File: src/rtl/nge_pkg.sv
// ----------------------------------------------------------------------------
// nge_pkg
// shared types and codes of the gate netlist evaluator
// ----------------------------------------------------------------------------
`default_nettype none

package nge_pkg;

  // node index width on the ports, and the number of indices it can name
  localparam int NODE_W         = 6;
  localparam int NODE_IDX_RANGE = 1 << NODE_W;
  localparam int KIND_W         = 3;

  typedef enum logic [2:0] {
    OP_ADD  = 3'd0,
    OP_SET  = 3'd1,
    OP_SIM  = 3'd2,
    OP_READ = 3'd3,
    OP_ALL  = 3'd4
  } opcode_t;

  // gate kinds
  localparam logic [KIND_W-1:0] GT_AND  = 3'd0;
  localparam logic [KIND_W-1:0] GT_OR   = 3'd1;
  localparam logic [KIND_W-1:0] GT_NAND = 3'd2;
  localparam logic [KIND_W-1:0] GT_NOR  = 3'd3;
  localparam logic [KIND_W-1:0] GT_XOR  = 3'd4;
  localparam logic [KIND_W-1:0] GT_XNOR = 3'd5;
  localparam logic [KIND_W-1:0] GT_NOT  = 3'd6;

  // result status codes
  localparam logic [1:0] STS_OK     = 2'd0;
  localparam logic [1:0] STS_FULL   = 2'd1;
  localparam logic [1:0] STS_UNUSED = 2'd2;
  localparam logic [1:0] STS_BAD    = 2'd3;

  typedef enum logic [2:0] {
    S_IDLE,
    S_READ,
    S_SIM_GATE,
    S_SIM_FETCH,
    S_SIM_EVAL,
    S_SIM_DONE,
    S_SCAN,
    S_SCAN_OUT
  } state_t;

  // one gate table entry, 21 bits
  typedef struct packed {
    logic [KIND_W-1:0] kind;
    logic [NODE_W-1:0] a;
    logic [NODE_W-1:0] b;
    logic [NODE_W-1:0] d;
  } gate_entry_t;

  // sequencer to node value memory
  typedef struct packed {
    logic              rd_en;
    logic [NODE_W-1:0] rd_a;
    logic [NODE_W-1:0] rd_b;
    logic              wr_en;
    logic [NODE_W-1:0] wr_addr;
    logic              wr_data;
  } node_port_t;

endpackage

`default_nettype wire

File: src/rtl/nge_gate_alu.sv
// ----------------------------------------------------------------------------
// nge_gate_alu
// shared two-input logic unit, one gate evaluated per use
// ----------------------------------------------------------------------------
`default_nettype none

module nge_gate_alu (
  input  wire logic [nge_pkg::KIND_W-1:0] kind,
  input  wire logic                       a,
  input  wire logic                       b,
  output logic                            y
);
  import nge_pkg::*;

  always_comb begin
    case (kind)
      GT_AND:  y = a & b;
      GT_OR:   y = a | b;
      GT_NAND: y = ~(a & b);
      GT_NOR:  y = ~(a | b);
      GT_XOR:  y = a ^ b;
      GT_XNOR: y = ~(a ^ b);
      default: y = ~a;
    endcase
  end

endmodule

`default_nettype wire

File: src/rtl/nge_gate_mem.sv
// ----------------------------------------------------------------------------
// nge_gate_mem
// gate table, one write and one registered read port
// ----------------------------------------------------------------------------
`default_nettype none

module nge_gate_mem #(
  parameter int DEPTH = 64,
  parameter int AW    = 6
) (
  input  wire logic                  clk,
  input  wire logic                  wr_en,
  input  wire logic [AW-1:0]         wr_addr,
  input  wire nge_pkg::gate_entry_t  wr_data,
  input  wire logic                  rd_en,
  input  wire logic [AW-1:0]         rd_addr,
  output nge_pkg::gate_entry_t       rd_data
);
  import nge_pkg::*;

  gate_entry_t mem [DEPTH];

  always_ff @(posedge clk) begin
    if (wr_en) begin
      mem[wr_addr] <= wr_data;
    end
    if (rd_en) begin
      rd_data <= mem[rd_addr];
    end
  end

endmodule

`default_nettype wire

File: src/rtl/nge_node_mem.sv
// ----------------------------------------------------------------------------
// nge_node_mem
// node value store, two registered reads and one write
// ----------------------------------------------------------------------------
`default_nettype none

module nge_node_mem #(
  parameter int DEPTH = 64,
  parameter int AW    = 6
) (
  input  wire logic                clk,
  input  wire logic                rst,
  input  wire nge_pkg::node_port_t port,
  output logic                     rd_data_a,
  output logic                     rd_data_b
);
  import nge_pkg::*;

  logic             mem [DEPTH];
  // written flags, an entry never written reads as zero
  logic [DEPTH-1:0] written;

  always_ff @(posedge clk) begin
    if (port.wr_en) begin
      mem[port.wr_addr[AW-1:0]] <= port.wr_data;
    end
    if (port.rd_en) begin
      rd_data_a <= written[port.rd_a[AW-1:0]] & mem[port.rd_a[AW-1:0]];
      rd_data_b <= written[port.rd_b[AW-1:0]] & mem[port.rd_b[AW-1:0]];
    end
  end

  always_ff @(posedge clk) begin
    if (rst) begin
      written <= '0;
    end else if (port.wr_en) begin
      written[port.wr_addr[AW-1:0]] <= 1'b1;
    end
  end

endmodule

`default_nettype wire

File: src/rtl/netlist_gate_evaluator_core.sv
// ----------------------------------------------------------------------------
// netlist_gate_evaluator_core
// command driven evaluator of a two-input gate netlist
// ----------------------------------------------------------------------------
// usage:
//   commands arrive on the s_ channel, one transaction each; results leave on
//   the m_ channel, the final result of a command marked by m_tlast.
//   add gate, set node, bad opcode and failed checks answer in the accept
//   cycle, the result visible in the cycle after.
//   read node does a registered read of the node value memory, then S_READ
//   loads the result. simulate walks every gate in the table through
//   S_SIM_GATE, S_SIM_FETCH and S_SIM_EVAL: the sequencer fetches the gate
//   entry, reads both input values, then the shared logic unit evaluates
//   and writes the output node. read all walks the node-used flags one index
//   per cycle up to the highest used node, but waits in S_SCAN_OUT for a
//   free output register at every used node reported.
//   s_tready is high only while the sequencer is idle and the output
//   register is free or being emptied, so one command is in work at a time.
//   a stalled receiver holds the result in the output register and stops
//   the sequencer where it waits to emit.
//   reset clears the gate count, the node-used flags and the node values
//   (through the written flags); gate table contents stay unknown and are
//   never read beyond the gate count.
// ----------------------------------------------------------------------------
`default_nettype none

module netlist_gate_evaluator_core #(
  parameter int MAX_GATES = 64,
  parameter int MAX_NODES = 64
) (
  input  wire logic        clk,
  input  wire logic        rst,
  // command channel
  input  wire logic        s_tvalid,
  output logic             s_tready,
  input  wire logic [23:0] s_tdata,   // node_a[5:0], node_b[11:6], node_out[17:12],
                                      // set_value[18], zero pad[23:19]
  input  wire logic [5:0]  s_tuser,   // opcode[2:0], gate_type[5:3]
  // result channel
  output logic             m_tvalid,
  input  wire logic        m_tready,
  output logic [7:0]       m_tdata,   // node_index[5:0], node_value[6], zero pad[7]
  output logic [1:0]       m_tuser,   // status[1:0]
  output logic             m_tlast
);
  import nge_pkg::*;

  // only indices the 6-bit fields can name are ever stored
  localparam int NODE_DEPTH = (MAX_NODES < NODE_IDX_RANGE) ? MAX_NODES : NODE_IDX_RANGE;
  localparam int NODE_AW    = $clog2(NODE_DEPTH);
  localparam int GATE_AW    = $clog2(MAX_GATES);
  localparam int CNT_W      = $clog2(MAX_GATES + 1);

  // command fields
  opcode_t            cmd_op;
  logic [KIND_W-1:0]  cmd_kind;
  logic [NODE_W-1:0]  cmd_a;
  logic [NODE_W-1:0]  cmd_b;
  logic [NODE_W-1:0]  cmd_d;
  logic               cmd_sv;
  logic               s_accept;

  assign cmd_op   = opcode_t'(s_tuser[2:0]);
  assign cmd_kind = s_tuser[5:3];
  assign cmd_a    = s_tdata[5:0];
  assign cmd_b    = s_tdata[11:6];
  assign cmd_d    = s_tdata[17:12];
  assign cmd_sv   = s_tdata[18];

  // state
  state_t               state;
  state_t               state_next;
  logic [CNT_W-1:0]     gate_count;
  logic [CNT_W-1:0]     gate_idx;
  logic [NODE_AW-1:0]   scan_idx;
  logic [NODE_W-1:0]    rd_idx;
  logic [NODE_DEPTH-1:0] used;
  logic [NODE_DEPTH-1:0] used_next;
  logic                 any_used;
  logic [NODE_W-1:0]    top_used;
  logic [NODE_W-1:0]    top_used_next;

  // output register
  logic [NODE_W-1:0]    out_index;
  logic                 out_value;
  logic [1:0]           out_status;
  logic                 out_last;

  // control from the output decode
  logic                 out_space;
  logic                 out_load;
  logic [NODE_W-1:0]    load_index;
  logic                 load_value;
  logic [1:0]           load_status;
  logic                 load_last;
  logic                 add_ok;
  logic                 gate_rd;
  logic                 gate_idx_clr;
  logic                 gate_idx_inc;
  logic                 scan_clr;
  logic                 scan_inc;
  logic                 rd_idx_ld;
  node_port_t           node_port;

  // datapath signals
  gate_entry_t          new_gate;
  gate_entry_t          cur_gate;
  logic                 val_a;
  logic                 val_b;
  logic                 alu_y;
  logic                 is_not;
  logic                 a_ok;
  logic                 b_ok;
  logic                 d_ok;
  logic [NODE_AW-1:0]   used_idx;
  logic                 used_hit;
  logic                 read_ok;
  logic                 scan_last;

  assign s_tready  = (state == S_IDLE) && (!m_tvalid || m_tready);
  assign s_accept  = s_tvalid && s_tready;
  assign out_space = !m_tvalid || m_tready;

  assign is_not = (cmd_kind == GT_NOT);
  assign a_ok   = ({1'b0, cmd_a} < (NODE_W + 1)'(NODE_DEPTH));
  assign b_ok   = ({1'b0, cmd_b} < (NODE_W + 1)'(NODE_DEPTH));
  assign d_ok   = ({1'b0, cmd_d} < (NODE_W + 1)'(NODE_DEPTH));

  // one used-flag lookup: scan index while walking, command node otherwise
  assign used_idx  = (state == S_SCAN) ? scan_idx : cmd_a[NODE_AW-1:0];
  assign used_hit  = used[used_idx];
  assign read_ok   = a_ok && used_hit;
  assign scan_last = (NODE_W'(scan_idx) == top_used);

  // gate as stored: a NOT gate takes node_a twice
  assign new_gate.kind = cmd_kind;
  assign new_gate.a    = cmd_a;
  assign new_gate.b    = is_not ? cmd_a : cmd_b;
  assign new_gate.d    = cmd_d;

  nge_gate_mem #(
    .DEPTH (MAX_GATES),
    .AW    (GATE_AW)
  ) u_gate_mem (
    .clk     (clk),
    .wr_en   (add_ok),
    .wr_addr (gate_count[GATE_AW-1:0]),
    .wr_data (new_gate),
    .rd_en   (gate_rd),
    .rd_addr (gate_idx[GATE_AW-1:0]),
    .rd_data (cur_gate)
  );

  nge_node_mem #(
    .DEPTH (NODE_DEPTH),
    .AW    (NODE_AW)
  ) u_node_mem (
    .clk       (clk),
    .rst       (rst),
    .port      (node_port),
    .rd_data_a (val_a),
    .rd_data_b (val_b)
  );

  nge_gate_alu u_gate_alu (
    .kind (cur_gate.kind),
    .a    (val_a),
    .b    (val_b),
    .y    (alu_y)
  );

  // next state
  always_comb begin
    state_next = state;
    case (state)
      S_IDLE: begin
        if (s_accept) begin
          case (cmd_op)
            OP_SIM:  state_next = S_SIM_GATE;
            OP_READ: state_next = read_ok ? S_READ : S_IDLE;
            OP_ALL:  state_next = any_used ? S_SCAN : S_IDLE;
            default: state_next = S_IDLE;
          endcase
        end
      end
      S_READ:      if (out_space) state_next = S_IDLE;
      S_SIM_GATE:  state_next = (gate_idx == gate_count) ? S_SIM_DONE : S_SIM_FETCH;
      S_SIM_FETCH: state_next = S_SIM_EVAL;
      S_SIM_EVAL:  state_next = S_SIM_GATE;
      S_SIM_DONE:  if (out_space) state_next = S_IDLE;
      S_SCAN:      if (used_hit) state_next = S_SCAN_OUT;
      S_SCAN_OUT: begin
        if (out_space) begin
          state_next = scan_last ? S_IDLE : S_SCAN;
        end
      end
      default:     state_next = S_IDLE;
    endcase
  end

  // control and result decode
  always_comb begin
    out_load          = 1'b0;
    load_index        = '0;
    load_value        = 1'b0;
    load_status       = STS_OK;
    load_last         = 1'b1;
    add_ok            = 1'b0;
    gate_rd           = 1'b0;
    gate_idx_clr      = 1'b0;
    gate_idx_inc      = 1'b0;
    scan_clr          = 1'b0;
    scan_inc          = 1'b0;
    rd_idx_ld         = 1'b0;
    node_port         = '0;
    case (state)
      S_IDLE: begin
        if (s_accept) begin
          case (cmd_op)
            OP_ADD: begin
              out_load = 1'b1;
              if (cmd_kind > GT_NOT) begin
                load_status = STS_BAD;
              end else if (gate_count == CNT_W'(MAX_GATES)) begin
                load_status = STS_FULL;
              end else if (!(a_ok && d_ok && (is_not || b_ok))) begin
                load_status = STS_UNUSED;
              end else begin
                add_ok = 1'b1;
              end
            end
            OP_SET: begin
              out_load = 1'b1;
              if (read_ok) begin
                node_port.wr_en   = 1'b1;
                node_port.wr_addr = cmd_a;
                node_port.wr_data = cmd_sv;
              end else begin
                load_status = STS_UNUSED;
              end
            end
            OP_SIM: begin
              gate_idx_clr = 1'b1;
            end
            OP_READ: begin
              rd_idx_ld = 1'b1;
              if (read_ok) begin
                node_port.rd_en = 1'b1;
                node_port.rd_a  = cmd_a;
                node_port.rd_b  = cmd_a;
              end else begin
                out_load    = 1'b1;
                load_index  = cmd_a;
                load_status = STS_UNUSED;
              end
            end
            OP_ALL: begin
              scan_clr = 1'b1;
              if (!any_used) begin
                out_load    = 1'b1;
                load_status = STS_UNUSED;
              end
            end
            default: begin
              out_load    = 1'b1;
              load_status = STS_BAD;
            end
          endcase
        end
      end
      S_READ: begin
        if (out_space) begin
          out_load   = 1'b1;
          load_index = rd_idx;
          load_value = val_a;
        end
      end
      S_SIM_GATE: begin
        gate_rd = (gate_idx != gate_count);
      end
      S_SIM_FETCH: begin
        node_port.rd_en = 1'b1;
        node_port.rd_a  = cur_gate.a;
        node_port.rd_b  = cur_gate.b;
      end
      S_SIM_EVAL: begin
        node_port.wr_en   = 1'b1;
        node_port.wr_addr = cur_gate.d;
        node_port.wr_data = alu_y;
        gate_idx_inc      = 1'b1;
      end
      S_SIM_DONE: begin
        out_load = out_space;
      end
      S_SCAN: begin
        if (used_hit) begin
          node_port.rd_en = 1'b1;
          node_port.rd_a  = NODE_W'(scan_idx);
          node_port.rd_b  = NODE_W'(scan_idx);
        end else begin
          scan_inc = 1'b1;
        end
      end
      S_SCAN_OUT: begin
        if (out_space) begin
          out_load   = 1'b1;
          load_index = NODE_W'(scan_idx);
          load_value = val_a;
          load_last  = scan_last;
          scan_inc   = !scan_last;
        end
      end
      default: begin
      end
    endcase
  end

  // highest used node after an add
  always_comb begin
    top_used_next = any_used ? top_used : '0;
    if (cmd_a > top_used_next) top_used_next = cmd_a;
    if (new_gate.b > top_used_next) top_used_next = new_gate.b;
    if (cmd_d > top_used_next) top_used_next = cmd_d;
  end

  // used flags after an add
  always_comb begin
    used_next                          = used;
    used_next[cmd_a[NODE_AW-1:0]]      = 1'b1;
    used_next[new_gate.b[NODE_AW-1:0]] = 1'b1;
    used_next[cmd_d[NODE_AW-1:0]]      = 1'b1;
  end

  // control registers
  always_ff @(posedge clk) begin
    if (rst) begin
      state      <= S_IDLE;
      gate_count <= '0;
      used       <= '0;
      any_used   <= 1'b0;
      top_used   <= '0;
      gate_idx   <= '0;
      scan_idx   <= '0;
      m_tvalid   <= 1'b0;
    end else begin
      state <= state_next;
      if (add_ok) begin
        gate_count <= gate_count + 1'b1;
        used       <= used_next;
        any_used   <= 1'b1;
        top_used   <= top_used_next;
      end
      if (gate_idx_clr) begin
        gate_idx <= '0;
      end else if (gate_idx_inc) begin
        gate_idx <= gate_idx + 1'b1;
      end
      if (scan_clr) begin
        scan_idx <= '0;
      end else if (scan_inc) begin
        scan_idx <= scan_idx + 1'b1;
      end
      if (out_load) begin
        m_tvalid <= 1'b1;
      end else if (m_tready) begin
        m_tvalid <= 1'b0;
      end
    end
  end

  // payload registers
  always_ff @(posedge clk) begin
    if (rd_idx_ld) begin
      rd_idx <= cmd_a;
    end
    if (out_load) begin
      out_index  <= load_index;
      out_value  <= load_value;
      out_status <= load_status;
      out_last   <= load_last;
    end
  end

  assign m_tdata = {1'b0, out_value, out_index};
  assign m_tuser = out_status;
  assign m_tlast = out_last;

  // checks
  a_gate_count_bound: assert property (@(posedge clk) disable iff (rst)
    gate_count <= CNT_W'(MAX_GATES))
    else $error("gate count beyond table size");

  a_gate_idx_bound: assert property (@(posedge clk) disable iff (rst)
    gate_idx <= gate_count)
    else $error("simulation index past gate count");

  a_busy_not_ready: assert property (@(posedge clk) disable iff (rst)
    (state != S_IDLE) |-> !s_tready)
    else $error("command accepted while sequencer busy");

  a_sim_starts: assert property (@(posedge clk) disable iff (rst)
    (s_accept && cmd_op == OP_SIM) |=> (state == S_SIM_GATE))
    else $error("simulate command did not start the gate walk");

  a_eval_writes_used: assert property (@(posedge clk) disable iff (rst)
    (node_port.wr_en) |-> used[node_port.wr_addr[NODE_AW-1:0]])
    else $error("node value written to an unused node");

endmodule

`default_nettype wire
File: config.mk
export PLATFORM = sky130hd
export DESIGN_NAME = netlist_gate_evaluator_core
export DESIGN_NICKNAME = d
export VERILOG_FILES = /design/src/rtl/nge_pkg.sv /design/src/rtl/nge_gate_alu.sv /design/src/rtl/nge_gate_mem.sv /design/src/rtl/nge_node_mem.sv /design/src/rtl/netlist_gate_evaluator_core.sv
export SDC_FILE = /design/constraint.sdc
export NUM_CORES = 2
export LEC_CHECK = 0
export BUFFER_PORTS_ARGS = -buffer_cell sky130_fd_sc_hd__buf_4
export CAP_MARGIN = 20
export CORE_MARGIN = 4
export CORE_UTILIZATION = 57
export CTS_CLUSTER_DIAMETER = 40
export DETAILED_ROUTE_END_ITERATION = 8
export PLACE_DENSITY_LB_ADDON = 0.15
export SETUP_SLACK_MARGIN = 0.1
export SYNTH_ARGS = -nofsm -noshare
export SYNTH_HDL_FRONTEND = slang
export SYNTH_SLANG_ARGS = --single-unit
File: constraint.sdc
create_clock -name clk -period 7.9 [get_ports clk]
set_input_delay 1.975 -clock clk [delete_from_list [all_inputs] [get_ports clk]]
set_output_delay 1.975 -clock clk [all_outputs]
set_load 0.02 [all_outputs]
Word-level counts from Yosys, hierarchy flattened

Memory sizes are Yosys's and may differ from the RTL's. A register that Yosys moved wholly into a read port is not among the register bits.
Index checks and enable logic that the tools add are counted.

Register bits: 177
Memory bits (writable): 1408
Input bits: 34
Output and inout bits: 13
Memories: 2

Memories:

| memory         | depth | bits a word | read ports | clocked after Yosys merged registers in | write ports | line               | source |
|---|---|---|---|---|---|---|---|
| u_gate_mem.mem | 64    | 21          | 1          | 1                                       | 1           | nge_gate_mem.sv:21 | `gate_entry_t mem [DEPTH];` |
| u_node_mem.mem | 64    | 1           | 2          | 0                                       | 1           | nge_node_mem.sv:19 | `logic mem [DEPTH];` |

Add/sub/neg operators: 3
$lt $le $gt $ge: 15
Equal/unequal tests: 25
Mux-type cells: 80
Bitwise gates (word level): 13
Reductions and logical operators: 22

Operators with widths:

| operator                                                          | number |
|---|---|
| OR 64 bit                                                         | 4 |
| 2-to-1 mux 6 bit                                                  | 11 |
| < comparator 6 x 7 -> 1 bit, second input constant                | 7 |
| 2-to-1 mux 13 bit                                                 | 3 |
| one-hot mux 13 bit (3 select lines)                               | 1 |
| 2-to-1 mux 1 bit                                                  | 36 |
| demux 1 bit (select 6 bit)                                        | 4 |
| equality test 3 bit, second input constant                        | 8 |
| greater-or-equal comparator 6 x 1 -> 1 bit, second input constant | 4 |
| 2-to-1 mux 21 bit                                                 | 1 |
| 2-to-1 mux 3 bit                                                  | 7 |
| one-hot mux 3 bit (7 select lines)                                | 1 |
| binary-select mux 1 bit (select 6 bit)                            | 3 |
| equality test 3 x 2 -> 1 bit, second input constant               | 6 |
| greater-than comparator 6 bit                                     | 3 |
| one-hot mux 6 bit (3 select lines)                                | 1 |
| 2-to-1 mux 8 bit                                                  | 2 |
| one-hot mux 8 bit (2 select lines)                                | 1 |
| adder 7 x 1 -> 7 bit, second input constant                       | 2 |
| OR reduction 2 bit                                                | 5 |
| equality test 3 x 1 -> 1 bit, second input constant               | 3 |
| zero test 3 bit                                                   | 3 |
| one-hot mux 3 bit (3 select lines)                                | 1 |
| one-hot mux 2 bit (4 select lines)                                | 1 |
| 22 further kinds                                                  | 40 |

Logic depth before layout (Yosys ltp)

Word-level depth: 13
Mapped depth: 31
Gate-level depth less buffers: 28

Modules after synthesis

Synthesis repeated with hierarchy kept, for this count alone.

Cell total of the unflattened synthesis: 3811
Area, all modules: 65721.8 um2

By module, submodules not included:

| module                      | times used | cells an instance | area an instance (um2) | sequential area each (um2) |
|---|---|---|---|---|
| nge_gate_mem                | 1          | 2282              | 52492.8                | 40989.3 |
| netlist_gate_evaluator_core | 1          | 990               | 7651.1                 | 2382.3 |
| nge_node_mem                | 1          | 527               | 5487.8                 | 3263.1 |
| nge_gate_alu                | 1          | 12                | 90.1                   | 0.0 |

Worst setup path after synthesis

OpenSTA, ideal clock, no wires.

Path kind: input-to-reg
From: input s_tdata[0]
To: register top_used[3]
Library setup time: 0.071 ns
Arrival time: 7.648 ns
Required time: 7.829 ns
Slack: 0.182 ns
Stages on the path: 31
Path buffers: 3
Cells stage by stage: buf_2 inv_1 clkbuf_1 ha_1 nor2b_1 o21a_1 o21a_1 o21a_1 o21a_1 o22ai_1 clkbuf_1 nor2_1 a31oi_1 ha_1 nor2b_1 o21ai_0 a21oi_1 maj3_1 a32oi_1 mux2_2 ha_1 nor2b_1 o21a_1 o21ai_0 nand2b_1 a21oi_1 nor2b_1 o22ai_1 nor2_1 a211o_1 a21oi_1

Cells in the longest elaborated chain, start to end: 6
Elaborated cells on any way between the ends: 7
Those cells by class: 3 x order compare; 4 x mux

Ends and longest elaborated chain:

| what                          | line                               | source |
|---|---|---|
| from (decl)                   | netlist_gate_evaluator_core.sv:36  | `input wire logic [23:0] s_tdata,` |
| greater-than comparator 6 bit | netlist_gate_evaluator_core.sv:321 | `if (cmd_a > top_used_next) top_used_next = cmd_a;` |
| 2-to-1 mux 6 bit              | netlist_gate_evaluator_core.sv:321 |  |
| greater-than comparator 6 bit | netlist_gate_evaluator_core.sv:322 | `if (new_gate.b > top_used_next) top_used_next = new_gate.b;` |
| 2-to-1 mux 6 bit *            | netlist_gate_evaluator_core.sv:322 |  |
| greater-than comparator 6 bit | netlist_gate_evaluator_core.sv:323 | `if (cmd_d > top_used_next) top_used_next = cmd_d;` |
| 2-to-1 mux 6 bit *            | netlist_gate_evaluator_core.sv:323 |  |
| to (signal assigned)          | netlist_gate_evaluator_core.sv:351 | `top_used <= top_used_next;` |
| to (decl)                     | netlist_gate_evaluator_core.sv:80  | `logic [NODE_W-1:0] top_used;` |

Mark *: on every way between the ends. The rest lies on a longest branch, timed or not.
A chain may end at the register's enable or synchronous reset.

Worst setup path in the final report

From: input s_tdata[1]
To: register top_used[3]

Same word-level chain as after synthesis.

==> results.md <==
- The run finished with clean final reports.
- The normalized max-slew margin is a little over a fifth.
- The cell-internal power is 14.9 mW.
- After detailed routing, the average wire length per cell comes to about 32 um.
- The number of instances resized during post-cts repair is 0.
- The area growth from synthesis to layout is 14.3%.
- The net count after synthesis is between 3000 and 4000.
- The number of instances in the synthesized netlist is 3630.
- The critical path launch point type is an input port.
- In this run the worst path has a maximum fanout of 9.
- The worst hold path stage count is 2.
- For this configuration, the core starts out at a cell density of between 50% and 60%.
- The number of hold-repair buffers added at the cts stage is 0.
- Setup violations remaining at the end of the flow were counted as 0.
- The most instantiated library cell after synthesis is edfxtp_1.
- The net switching power figure is 3.97 mW.
- The startpoint of the most critical hold path is used[50].
- For this run, the post-layout net count is 3851.
- The number of buffers added on ports is 40.
- Row generation in the floorplan step produced 123 rows.
- The share of total power dissipated in combinational logic is under 10%.
- The clock passes through at most 3 buffers.
- Of the total power, the clock network draws 47.9%.
- The most frequent cell on the critical path is o21a_1.
- The clock root buffer is clkbuf_16.
- The final-report max-slew violation count is 0.
- The via count of the routed design is around 36000.
- A synthesized cell averages roughly 18 um2.
- The total length of routed wires is approximately 170000 um.
- The number of design rule violations left after detail routing is 0.
- The clock tree synthesis step divided the H-tree into 4 levels.
- Global routing used 29.1% of the available tracks.
- The slew of the pin with the lowest slew margin is 1.18 ns.
- The share of total power dissipated in sequential elements is ~49%.
- The first global-routing pass estimated around 250000 um of wire.
- The die extent in y is 346 um.
- The startpoint identified for the worst register-to-register timing path is any_used.
- The total design power is around 19 mW.
- Setup slack on the worst reg-to-reg path comes out at around 1.8 ns.
- TritonCTS built the clock tree.
- The post-DP HPWL is about 100000 um.
- The Yosys warning count is 0.
- By startpoint and endpoint, the worst setup path is classified as in2reg.
- The worst-path cell with the longest stage delay is mux2_2.
- The width of the chip is approximately 350 um.
- After global routing the overflow that remains totals 0.
- The pre-antenna-repair detailed-routing pass consisted of 6 iterations.
- Setup repair after global routing left no endpoint under its margin.
- The worst hold slack after final layout is 0.448 ns.
- The depth of the worst register-to-register path is 29.
- The DRC violation total after the first TritonRoute iteration is ~4700.
- The number of maximum-capacitance violations is 0.
- The final critical path takes up a little under nine tenths of the cycle.
- Summing every instance area after synthesis gives roughly 65000 um2.
- Once the clock tree was built, the setup fixing pass inserted 0 buffers.
- In this run, synthesis inferred 1447 flip-flops with an integrated enable.
- The latest clock arrival within the worst-skew pair is just over 0.8 ns.
- The clock-pin transition on the worst setup and hold timing paths is 0.06 ns.
- In the final layout, the multi-input gates occupy ~18000 um2.
- The sequential cell area fraction in the yosys report is 71.5%.
- 47 I/O pins were placed.
- The final critical-path required period is 6.75 ns.
- By area the synthesized netlist is led by edfxtp_1 (67%), mux4_2 (15%), dfxtp_1 (4.9%).
- The register bit total from synthesis is 1606.
- Entering global routing, the biggest net connects 143 pins.
- In the synthesized netlist, the cells that appear most often are edfxtp_1 (1447), mux4_2 (443), nor2_1 (354), nand2_1 (193), a21oi_1 (160).
- The critical path data required time is around 8.6 ns.
- In this run the power density over the cells is 253 nW/um2.
- The share of final-layout standard cells stronger than drive strength 1 is between 20% and 30%.
- In this run the critical register-to-register path is captured at top_used[3].
- The endpoint type of the worst setup path is a flip-flop.
- The filler cells instantiated in the layout total about 7600.
- Among all flip-flop cells after synthesis, the most frequent one is edfxtp_1.
- Of the total power, the share spent switching nets is 21.1%.
- The async set-or-reset flop fraction in the synthesized netlist is 0%.
- The timing-limited maximum frequency is 0.148 GHz.
- The synthesized design spends more area on one cell type than any other, namely edfxtp_1.
- The total area inside the core boundary comes to between 100000 and 150000 um2.
- The endpoint arrival time on the critical path is between 7 and 8 ns.
- The tightest min-delay check is of the reg2reg type.
- The number of distinct standard cells referenced by the synthesized netlist is 90.
- The number of global-route vias before repair is ~36000.
- The worst-case IR drop observed on VDD is approximately 0.25 mV.
- Clock tree synthesis found a total of roughly 1600 sinks.
- The initial antenna violation count is 4.
- In the final timing run, aggregate negative setup slack is 0 ns.
- The sequential standard cell area is 46700 um2.
- Once detail routing completed, the nets flagged for antenna violations numbered 0.
- The leakage power is about 23 nW.
- The worst hold path endpoint is used[50].
- The mean number of vias per cell is approximately 6.6.
- For this run, the slowest stage of the critical path takes slightly below 0.4 ns.
- Counting the buffers created by CTS gives ~190.
- The setup clock skew after layout is roughly 0.052 ns.
- Summed over its instances, the top area cell type makes up between 60% and 70% of the synthesized netlist area.
- The congestion estimate from routability-driven global placement came to around 0.93.
- The die footprint is roughly 120000 um2.
- The final count of hold timing violations is 0.
==> sequential cells by signal (all words and copies together) (netlist names), 2 cells and up <==
name / cells
u_gate_mem.mem: 1344
u_node_mem.mem: 64
u_node_mem.written: 64
used: 64
u_gate_mem.rd_data: 21
gate_count: 7
gate_idx: 7
out_index: 6
rd_idx: 6
scan_idx: 6
top_used: 6
state: 3
m_tuser: 2
==> worst max-delay path by stage <==
stage	start	endpoint	slack [ns]
after floorplan	s_tdata[0]	top_used[3]	0.18
after global placement	s_tdata[1]	top_used[3]	0.19
after detailed placement	s_tdata[1]	top_used[3]	0.34
after CTS	s_tdata[1]	top_used[3]	1.20
after global routing	s_tdata[1]	top_used[3]	0.84
final	s_tdata[1]	top_used[3]	1.15
==> logic make-up (layout without fill, tap and decap cells) <==
group                      Yosys count  after routing  synth area share, %
DFF                               1606           1606                 71.5
and+or+nand+nor                    748            748                 4.99
muxes                              519            519                 16.5
AOI/OAI and AO/OA                  452            452                 4.63
buffers and inverters              252            574                 1.54
xor gates and xnor gates            28             28                0.376
adders and majority gates           24             24                0.457
other                                1              2              0.00575
==> area by class of cell <==
class | count | share of cell area [%]
sequential | 1606 | 62.6
multi-input combinational | 1772 | 23.9
clock buffer | 224 | 6.67
tap | 1500 | 2.52
clock inverter | 127 | 2.19
timing repair buffer | 182 | 1.97
inverter | 41 | 0.206
antenna | 1 | 0.00336
==> metal layers <==
metal  routed length (um)  global-route usage (%)  vias up
met1                66600                    40.5    18700
met5                    0                       0        -
met3                15100                    5.80      347
li1                     -                       -    15100
met4                 6520                    10.9        0
met2                85300                    46.6     1900
==> cells in the final DEF, fill, tap and decap left out, drive strengths merged, types with 13 or more instances in the layout <==
cell type     n
edfxtp     1447
mux4        444
nor2        355
clkbuf      225
nand2       193
buf         181
a21oi       162
dfxtp       159
inv          67
mux2i        66
o21ai        66
nand3        54
clkinv       53
nor3         48
o221ai       37
a22oi        37
bufinv       27
ha           23
clkinvlp     21
xor2         17
a211oi       16
o21a         16
nand4        16
and3         16
and2         14
a31oi        13
==> critical path: cells and delay by family <==
kind                     cells  cell delay [ns]
adder cells (fa/ha/maj)      4             1.25
AO/OA/AOI/OAI               15             2.70
buffers and inverters        3             0.61
AND/OR/NAND/NOR              6             0.51
multiplexers                 1             0.39
==> power groups by stage <==
stage / Combinational, mW / Clock, mW / Sequential [mW]
final: 0.525 / 9.03 / 9.28
after global routing: 0.563 / 9.54 / 9.28
after CTS: 0.521 / 9.16 / 9.28
after detailed placement: 0.521 / 0 / 9.46
after global placement: 0.503 / 0 / 9.46
after floorplan: 0.259 / 0 / 9.46
==> stage by stage <==
step	utilization, %	setup WS [ns]	area (um2)	instances
final	65.9	1.15	74600	5453
after global routing	65.9	0.836	74600	5453
after CTS	65.9	1.20	74600	5450
after detailed placement	60.1	0.341	67900	5099
after global placement	60.0	0.195	67900	5095
after floorplan	-	0.182	65200	3630
Power figures use the tool's default switching activity.
